<file path="config.mk">
export PLATFORM = sky130hd
export DESIGN_NAME = binary_to_zoned_decimal_unit
export DESIGN_NICKNAME = d
export VERILOG_FILES = /design/src/rtl/bzd_pkg.sv /design/src/rtl/bzd_ctrl.sv /design/src/rtl/bzd_datapath.sv /design/src/rtl/binary_to_zoned_decimal_unit.sv
export SDC_FILE = /design/constraint.sdc
export NUM_CORES = 1
export LEC_CHECK = 0
export BUFFER_PORTS_ARGS = -buffer_cell sky130_fd_sc_hd__clkbuf_2
export CAP_MARGIN = 20
export CORE_MARGIN = 2
export CORE_UTILIZATION = 34
export DETAILED_ROUTE_END_ITERATION = 12
export PLACE_DENSITY = 0.46
export SYNTH_ARGS = -nofsm -noshare
export SYNTH_HDL_FRONTEND = slang
export SYNTH_SLANG_ARGS = --single-unit
</file>
<file path="constraint.sdc">
create_clock -name aclk -period 7.8 [get_ports aclk]
set_input_delay 1.56 -clock aclk [delete_from_list [all_inputs] [get_ports aclk]]
set_output_delay 1.56 -clock aclk [all_outputs]
set_load 0.01 [all_outputs]
</file>
<file path="src/rtl/bzd_pkg.sv">
// Shared types and constants for the binary to zoned decimal unit.
// Depends on nothing. Imported by the controller, the datapath and the top level.
`default_nettype none

package bzd_pkg;

    localparam int BIN_W       = 64;
    localparam int BCD_DIGITS  = 19;
    localparam int BCD_W       = BCD_DIGITS * 4;
    localparam int STEP_W      = 6;
    localparam int DIGITS_DEF  = 19;
    localparam int CHAR_W      = 6;
    localparam int STATUS_W    = 2;

    localparam logic [CHAR_W-1:0]   ASCII_ZERO = 6'd48;

    localparam logic [STATUS_W-1:0] ST_OK  = 2'd0;
    localparam logic [STATUS_W-1:0] ST_NEG = 2'd1;
    localparam logic [STATUS_W-1:0] ST_BIG = 2'd2;

    typedef struct packed {
        logic                load;
        logic                step;
        logic                start_emit;
        logic                emit_digit;
        logic                emit_error;
        logic [STATUS_W-1:0] err_code;
    } bzd_cmd_t;

    typedef struct packed {
        logic neg;
        logic conv_done;
        logic too_big;
        logic last_digit;
        logic out_free;
    } bzd_stat_t;

endpackage

`default_nettype wire

</file>
<file path="src/rtl/bzd_ctrl.sv">
// Controller state machine of the binary to zoned decimal unit.
// Depends on bzd_pkg; drives the datapath through command and status structs.
`default_nettype none

module bzd_ctrl (
    input  wire                 aclk,
    input  wire                 aresetn,
    input  wire                 s_valid,
    output logic                s_ready,
    input  bzd_pkg::bzd_stat_t  stat,
    output bzd_pkg::bzd_cmd_t   cmd
);
    import bzd_pkg::*;

    localparam logic [2:0] S_IDLE    = 3'd0;
    localparam logic [2:0] S_CONV    = 3'd1;
    localparam logic [2:0] S_CHECK   = 3'd2;
    localparam logic [2:0] S_EMIT    = 3'd3;
    localparam logic [2:0] S_ERR_NEG = 3'd4;
    localparam logic [2:0] S_ERR_BIG = 3'd5;

    logic [2:0] state_reg;
    logic [2:0] state_next;

    always_ff @(posedge aclk) begin
        if (!aresetn) begin
            state_reg <= S_IDLE;
        end else begin
            state_reg <= state_next;
        end
    end

    always_comb begin
        state_next     = state_reg;
        s_ready        = 1'b0;
        cmd            = '0;
        cmd.err_code   = ST_OK;
        unique case (state_reg)
            S_IDLE: begin
                s_ready = 1'b1;
                if (s_valid) begin
                    cmd.load   = 1'b1;
                    state_next = stat.neg ? S_ERR_NEG : S_CONV;
                end
            end
            S_CONV: begin
                cmd.step = 1'b1;
                if (stat.conv_done) begin
                    state_next = S_CHECK;
                end
            end
            S_CHECK: begin
                if (stat.too_big) begin
                    state_next = S_ERR_BIG;
                end else begin
                    cmd.start_emit = 1'b1;
                    state_next     = S_EMIT;
                end
            end
            S_EMIT: begin
                if (stat.out_free) begin
                    cmd.emit_digit = 1'b1;
                    if (stat.last_digit) begin
                        state_next = S_IDLE;
                    end
                end
            end
            S_ERR_NEG: begin
                cmd.err_code = ST_NEG;
                if (stat.out_free) begin
                    cmd.emit_error = 1'b1;
                    state_next     = S_IDLE;
                end
            end
            S_ERR_BIG: begin
                cmd.err_code = ST_BIG;
                if (stat.out_free) begin
                    cmd.emit_error = 1'b1;
                    state_next     = S_IDLE;
                end
            end
            default: begin
                state_next = S_IDLE;
            end
        endcase
    end

endmodule

`default_nettype wire

</file>
<file path="src/rtl/bzd_datapath.sv">
// Datapath of the binary to zoned decimal unit: shift-add-3 converter,
// digit counter and output register. Depends on bzd_pkg.
`default_nettype none

module bzd_datapath #(
    parameter int DIGITS = bzd_pkg::DIGITS_DEF
) (
    input  wire                           aclk,
    input  wire                           aresetn,
    input  wire  [bzd_pkg::BIN_W-1:0]     s_bin_value,
    output logic                          m_valid,
    input  wire                           m_ready,
    output logic [bzd_pkg::CHAR_W-1:0]    m_digit_char,
    output logic                          m_last_char,
    output logic [bzd_pkg::STATUS_W-1:0]  m_status,
    input  bzd_pkg::bzd_cmd_t             cmd,
    output bzd_pkg::bzd_stat_t            stat
);
    import bzd_pkg::*;

    localparam int IDX_W = (DIGITS > 1) ? $clog2(DIGITS) : 1;
    localparam logic [IDX_W-1:0] IDX_TOP = IDX_W'(DIGITS - 1);

    logic [BIN_W-1:0]    bin_reg;
    logic [BIN_W-1:0]    bin_next;
    logic [BCD_W-1:0]    bcd_reg;
    logic [BCD_W-1:0]    bcd_next;
    logic [BCD_W-1:0]    bcd_adj;
    logic [STEP_W-1:0]   step_reg;
    logic [STEP_W-1:0]   step_next;
    logic [IDX_W-1:0]    idx_reg;
    logic [IDX_W-1:0]    idx_next;
    logic                m_valid_reg;
    logic                m_valid_next;
    logic [CHAR_W-1:0]   char_reg;
    logic [CHAR_W-1:0]   char_next;
    logic                last_reg;
    logic                last_next;
    logic [STATUS_W-1:0] status_reg;
    logic [STATUS_W-1:0] status_next;
    logic [3:0]          sel_digit;
    logic                big;

    // Each digit of five or more gets three added before the shift.
    always_comb begin
        for (int i = 0; i < BCD_DIGITS; i++) begin
            if (bcd_reg[i*4 +: 4] >= 4'd5) begin
                bcd_adj[i*4 +: 4] = bcd_reg[i*4 +: 4] + 4'd3;
            end else begin
                bcd_adj[i*4 +: 4] = bcd_reg[i*4 +: 4];
            end
        end
    end

    always_comb begin
        sel_digit = 4'd0;
        for (int i = 0; i < BCD_DIGITS; i++) begin
            if (32'(idx_reg) == i) begin
                sel_digit = bcd_reg[i*4 +: 4];
            end
        end
    end

    always_comb begin
        big = 1'b0;
        for (int i = 0; i < BCD_DIGITS; i++) begin
            if (i >= DIGITS && bcd_reg[i*4 +: 4] != 4'd0) begin
                big = 1'b1;
            end
        end
    end

    always_comb begin
        bin_next     = bin_reg;
        bcd_next     = bcd_reg;
        step_next    = step_reg;
        idx_next     = idx_reg;
        m_valid_next = m_valid_reg;
        char_next    = char_reg;
        last_next    = last_reg;
        status_next  = status_reg;

        if (m_valid_reg && m_ready) begin
            m_valid_next = 1'b0;
        end

        if (cmd.load) begin
            bin_next  = s_bin_value;
            bcd_next  = '0;
            step_next = '0;
        end
        if (cmd.step) begin
            bcd_next  = {bcd_adj[BCD_W-2:0], bin_reg[BIN_W-1]};
            bin_next  = {bin_reg[BIN_W-2:0], 1'b0};
            step_next = step_reg + STEP_W'(1);
        end
        if (cmd.start_emit) begin
            idx_next = IDX_TOP;
        end
        if (cmd.emit_digit) begin
            m_valid_next = 1'b1;
            char_next    = ASCII_ZERO + CHAR_W'(sel_digit);
            last_next    = (idx_reg == '0);
            status_next  = ST_OK;
            idx_next     = idx_reg - IDX_W'(1);
        end
        if (cmd.emit_error) begin
            m_valid_next = 1'b1;
            char_next    = '0;
            last_next    = 1'b1;
            status_next  = cmd.err_code;
        end
    end

    always_ff @(posedge aclk) begin
        if (!aresetn) begin
            m_valid_reg <= 1'b0;
            step_reg    <= '0;
            idx_reg     <= '0;
        end else begin
            m_valid_reg <= m_valid_next;
            step_reg    <= step_next;
            idx_reg     <= idx_next;
        end
    end

    always_ff @(posedge aclk) begin
        bin_reg    <= bin_next;
        bcd_reg    <= bcd_next;
        char_reg   <= char_next;
        last_reg   <= last_next;
        status_reg <= status_next;
    end

    assign stat.neg        = s_bin_value[BIN_W-1];
    assign stat.conv_done  = (step_reg == {STEP_W{1'b1}});
    assign stat.too_big    = big;
    assign stat.last_digit = (idx_reg == '0);
    assign stat.out_free   = !m_valid_reg || m_ready;

    assign m_valid      = m_valid_reg;
    assign m_digit_char = char_reg;
    assign m_last_char  = last_reg;
    assign m_status     = status_reg;

endmodule

`default_nettype wire

</file>
<file path="src/rtl/binary_to_zoned_decimal_unit.sv">
// Top level of the binary to zoned decimal unit.
// Depends on bzd_pkg, bzd_ctrl and bzd_datapath.
//
// The unit takes one signed 64-bit value per transfer and returns DIGITS
// ASCII digit transfers, most significant first and padded with '0', the
// last one marked by m_last_char. A negative value, or one with more
// decimal digits than DIGITS, gives a single transfer with digit 0, the
// last mark set and an error status. An item passes through a load, the
// shift-add-3 converter over all 64 input bits (one input bit per cycle),
// one range check, then one character per cycle from the output register
// while the output side does not stall. A negative value skips the
// converter. Items are handled one at a time.
`default_nettype none

module binary_to_zoned_decimal_unit #(
    parameter int DIGITS = bzd_pkg::DIGITS_DEF
) (
    input  wire                           aclk,
    input  wire                           aresetn,
    input  wire                           s_valid,
    output logic                          s_ready,
    input  wire  [bzd_pkg::BIN_W-1:0]     s_bin_value,
    output logic                          m_valid,
    input  wire                           m_ready,
    output logic [bzd_pkg::CHAR_W-1:0]    m_digit_char,
    output logic                          m_last_char,
    output logic [bzd_pkg::STATUS_W-1:0]  m_status
);
    import bzd_pkg::*;

    bzd_cmd_t  cmd;
    bzd_stat_t stat;

    bzd_ctrl u_ctrl (
        .aclk    (aclk),
        .aresetn (aresetn),
        .s_valid (s_valid),
        .s_ready (s_ready),
        .stat    (stat),
        .cmd     (cmd)
    );

    bzd_datapath #(
        .DIGITS (DIGITS)
    ) u_datapath (
        .aclk         (aclk),
        .aresetn      (aresetn),
        .s_bin_value  (s_bin_value),
        .m_valid      (m_valid),
        .m_ready      (m_ready),
        .m_digit_char (m_digit_char),
        .m_last_char  (m_last_char),
        .m_status     (m_status),
        .cmd          (cmd),
        .stat         (stat)
    );

endmodule

`default_nettype wire

</file>
==> results of run 1 <==
[critical path, stage by stage (launching register included)]
cell	delay, ns
dfxtp_1	0.43
nor3_1	0.35
clkbuf_2	0.21
[how the worst max path moves through the flow]
stage                   startpoint                     end  slack [ns]  cells after the start
6_report       u_ctrl.state_reg[1]                 s_ready        4.81                      2
5_1_grt        u_ctrl.state_reg[1]                 s_ready        4.70                      2
4_1_cts                    s_valid  u_datapath.step_reg[2]        4.15                      7
3_5_place_dp               s_valid  u_datapath.step_reg[2]        3.65                      7
3_3_place_gp               s_valid  u_datapath.step_reg[2]        3.64                      7
2_1_floorplan              s_valid  u_datapath.step_reg[2]        2.37                      5
[layout make-up]
| type | instances | area (um2) |
|---|---|---|
| tap | 335 | 419 |
| clock inverter | 14 | 158 |
| sequential | 163 | 4670 |
| clock buffer | 18 | 429 |
| fill | 2586 | 15700 |
| timing repair buffer | 86 | 490 |
| multi-input combinational | 621 | 3930 |
| inverter | 45 | 169 |
[power by group through the flow]
| stage | clock [mW] | combinational (mW) | sequential (mW) |
|---|---|---|---|
| 2_1_floorplan | 0 | 0.287 | 1.17 |
| 3_3_place_gp | 0 | 0.368 | 1.19 |
| 3_5_place_dp | 0 | 0.371 | 1.19 |
| 6_report | 0.836 | 0.371 | 1.17 |
| 5_1_grt | 0.897 | 0.429 | 1.18 |
| 4_1_cts | 0.864 | 0.372 | 1.17 |
[placed cells by master (no fill, tap or decap), types with 16 or more instances in the layout]
cell       count
a21oi_1       92
a22o_1        63
clkbuf_16     17
clkbuf_2      78
dfxtp_1       22
edfxtp_1     141
ha_1          44
inv_1         45
nand2_1       72
nand2b_1      25
nand3_1       16
nor2_1       107
nor3_1        24
o21ai_0       30
xnor2_1       21
xor2_1        17
[stage by stage]
| stage | area, um2 | setup WS, ns | hold slack, ns |
|---|---|---|---|
| finish | 10300 | 4.81 | 0.469 |
| global route | 10300 | 4.70 | 0.496 |
| CTS | 10200 | 4.15 | 0.475 |
| detailed placement | 9630 | 3.65 | 0.464 |
| global placement | 9630 | 3.64 | 0.464 |
| floorplan | 9000 | 2.37 | 0.434 |
[synth_stat cells, types with 3 or more instances]
cell type  count
ha_1          44
a211oi_1       9
a22oi_1        7
o22ai_1        8
o2111ai_1      4
o211ai_1       4
xnor2_1       21
nand3b_1       6
o21ai_0       30
or3_1          3
a311oi_1       3
nor3_1        24
clkbuf_1      21
nand3_1       16
nand2_1       73
and3_1         9
xor2_1        17
nor3b_1        7
and2_1         3
a21oi_1       92
dfxtp_1       22
buf_1          4
or3b_1         3
a31oi_1        3
nand2b_1      25
buf_2         21
nor2b_1        7
edfxtp_1     141
nor2_1       107
a22o_1        63
inv_1         45
[kinds of logic (layout without fill, tap and decap cells)]
| kind of cell | after synthesis | after routing | share of synthesized area |
|---|---|---|---|
| adder cells (fa/ha/maj) | 44 | 44 | 0.0612 |
| XOR/XNOR | 38 | 38 | 0.0370 |
| multiplexers | 2 | 2 | 0.00250 |
| buffers and inverters | 95 | 163 | 0.0451 |
| AO/OA/AOI/OAI | 244 | 244 | 0.182 |
| flip-flops | 163 | 163 | 0.520 |
| AND/OR/NAND/NOR | 293 | 293 | 0.153 |
[metal layers]
layer | global-route usage | vias up
li1 | - | 3327
met2 | 0.229 | 116
met3 | 0.0387 | 15
met5 | 0 | -
met4 | 0.0465 | 0
met1 | 0.215 | 3173
==> results.tsv, run 1 <==
metric	value	unit
drt_wl_total	20800	um
r2r_cells	8	
holdPathStages	2	
dieArea	27800	um2
ys_types	58	
setup_violations	0	
die-width	167	um
mappedNetlistArea	9000	um2
antenna_found_initial	0	
io_buffers	78	
instances_no_fill	1282	
rows	59	
gr-usage-all-layers	0.152	
max-cap-violations	0	
syn_nets	991	
powerDensity	231	nW/um2
route.detailed.drc	0	
synth_edf_count	141	
place.gp.congestion	0.763	
dr.pass1.iters	5	
vias	6631	
worst_pin_slew	0.950	ns
netlist_instances	879	
highest_layer	met4	
p_clk_frac	0.352	
start_kind	flip-flop	
status	complete, no violations	
clock_sinks	163	
timing.fmax	335	MHz
fin_skew	0.0128	ns
cts_tree	built	
grt_max_degree	83	
timing.final.crit_share	0.383	
p_total	2.38	mW
rsz0062_at_grt	no	
dp_hpwl	13500	um
ir_drop	0.000136	V
whs_endpoint	u_datapath.m_digit_char[4]	
p_leak	3.93	nW
fin_crit	2.99	ns
avgSynthCellArea	10.2	um2
clk_latency	0.44	ns
switching_share	0.297	
p_int	1.67	mW
yosysTopAreaCell	edfxtp_1	
numCtsBuffers	17	
die_height	167	um
p_seq_frac	0.492	
crit_arrival	1.43	ns
drtAntennaViolNets	0	
p_comb_frac	0.156	
p_sw	706	uW
relSlewSlack	0.364	
ys_ff_latch	163	
nNetsFinal	1046	
async_flop_share	0	
initial_core_util	0.346	
post_drt_wl_per_cell	16.2	um
drive_gt1_frac	0.135	
grt_overflow_total	0	
htreeDepth	4	
end_kind	primary output	
cts_root_buffer	clkbuf_16	
drv_slew	0	
worst_r2r_endpoint	u_datapath.m_digit_char[3]	
post_cts_resized	0	
timing.setup.tns	0	ns
core	26000	um2
vias_per_cell	5.17	
post_cts_buffers	0	
cts_buffer_depth	2	
yosysWarnings	0	
synth_ff_type	edfxtp_1	
required	6.24	ns
reg2reg_setup_slack	5.05	ns
place_inst	1248	
hold_start	u_datapath.m_digit_char[4]	
clk_pin_slew	0.07	ns
grt_pass1_vias	6360	
area_growth_syn_to_layout	14.2	%
hold_violations	0	
drt-met1-wl	10400	um
drt-initial-drc-count	412	
synthTopCellsByArea	edfxtp_1, a22o_1, ha_1	
pin_count	79	
yosysSeqAreaShare	0.520	
yosys.area.top_type_share	0.471	
hold_class	flip-flop to flip-flop	
wl_met3	921	um
wl_met2	9240	um
hold_buffers	0	
worstReg2RegStart	u_datapath.idx_reg[0]	
crit_type	flip-flop to primary output	
fin_util	0.395	
largest_reg_flops	76	
cp_max_fo	12	
grt_pass1_wl	33900	um
diodes	0	
No activity file was read; power rests on OpenSTA's default activity.
==> run 2, diff against run 1 <==
- clock period: 7.8 -> 2.85 ns (I/O delays scaled with it)
==> run 2 against run 1 <==
Net effect: first-iteration DRC count is 23% higher; final cell count is 0.94% higher; clock-buffer cell count stayed put; non-clock buffer count is 12 higher; sequential cell count stayed put.
==> results.tsv, run 2 (synthesis results as in run 1) <==
metric	value	unit
status	complete, no violations	
drt-met1-wl	10500	um
drv_slew	0	
setup_violations	0	
die_height	167	um
r2r_cells	8	
crit_arrival	2.75	ns
cts_buffer_depth	2	
drt-initial-drc-count	507	
grt_pass1_wl	35300	um
cp_top_family	compound AO/OA/AOI/OAI gates	
vias_per_cell	5.17	
required	3.18	ns
core	26000	um2
area_growth_syn_to_layout	15.3	%
dp_hpwl	14500	um
pin_count	79	
initial_core_util	0.346	
post_cts_resized	0	
mostFrequentLayoutCell	edfxtp_1	
crit_type	flip-flop to flip-flop	
cp.buffers_inverters	1	
end_kind	flip-flop	
fin_util	0.399	
highest_layer	met4	
relSlewSlack	0.471	
start_kind	flip-flop	
hold_violations	0	
cts_root_buffer	clkbuf_16	
grt_overflow_total	0	
most-common-layout-cells	edfxtp_1, nor2_1, a21oi_1	
clock_sinks	163	
drtAntennaViolNets	0	
ir_drop	0.000299	V
place_inst	1262	
largest_reg_flops	76	
rows	59	
fin_area	10400	um2
gr-usage-all-layers	0.157	
die-width	167	um
rsz0062_at_grt	no	
place.gp.congestion	0.832	
cp_max_fo	12	
powerDensity	632	nW/um2
clk_latency	0.44	ns
clk_pin_slew	0.08	ns
numCtsBuffers	17	
vias	6685	
slowest_stage	dfxtp_1	
max-cap-violations	0	
postPlaceCellArea	9780	um2
wl_met2	9640	um
timing.final.crit_share	0.850	
antenna_found_initial	0	
wl_met3	929	um
holdPathStages	3	
p_leak	3.99	nW
grt_pass1_vias	6491	
hold_buffers	0	
dr.pass1.iters	5	
timing.fmax	413	MHz
fin_skew	0.0155	ns
timing.setup.tns	0	ns
grt_max_degree	54	
worst_pin_slew	0.794	ns
dieArea	27800	um2
drive_gt1_frac	0.146	
diodes	0	
drt_wl_total	21300	um
post_cts_buffers	0	
cpPeakStageDelay	0.41	ns
cts_tree	built	
route.detailed.drc	0	
instances_no_fill	1294	
post_drt_wl_per_cell	16.5	um
fin_crit	2.42	ns
hold_class	input port to flip-flop	
crit_chain	inv_1 -> ha_1 -> nor2b_1 -> a221o_1 -> a311oi_1 -> o2111ai_1 -> a221oi_2 -> o31ai_2	
htreeDepth	4	
nNetsFinal	1058	
crit_cells	8	
io_buffers	78	
==> run 2: power by group <==
group	internal (mW)	switching, mW	total [mW]
sequential	2.96	0.245	3.21
combinational	0.433	0.595	1.03
clock	1.18	1.14	2.32
total	4.58	1.98	6.56
==> run 2: area by class of cell <==
| class | instances | area [um2] |
|---|---|---|
| inverters | 45 | 169 |
| flip-flops and latches | 163 | 4670 |
| clock buffers | 18 | 429 |
| multi-input cells | 621 | 3940 |
| fillers | 2579 | 15600 |
| clock inverters | 14 | 158 |
| well taps | 335 | 419 |
| repair buffers | 98 | 578 |
==> run 2: metrics by stage <==
stage               power, mW  setup WS [ns]  hold WS (ns)
finish                   6.56          0.426         0.341
global route             6.91          0.254         0.369
CTS                      6.64          0.421         0.327
detailed placement       4.30          0.419         0.470
global placement         4.31          0.487         0.464
floorplan                3.95          0.191         0.434
==> run 2: path summary, 6_finish.rpt <==
check,start,to,slack (ns)
max,u_datapath.idx_reg[0],u_datapath.m_digit_char[3],0.43
min reg2reg,u_datapath.m_digit_char[4],u_datapath.m_digit_char[4],0.47
max reg2reg,u_datapath.idx_reg[0],u_datapath.m_digit_char[3],0.43
min,s_bin_value[0],u_datapath.bin_reg[0],0.34
==> run 2: metal layers <==
metal,up-vias,GRT usage
met3,18,0.0385
met5,-,0
li1,3338,-
met1,3204,0.225
met4,0,0.0379
met2,125,0.241
==> run 2: worst reg2reg max path, delay by kind of cell (launching register included) <==
family                   cells  cell delay, ns
AO/OA/AOI/OAI                5            1.22
flip-flops                   1            0.41
adder cells (fa/ha/maj)      1            0.37
AND/OR/NAND/NOR              1            0.22
buffers and inverters        1            0.11
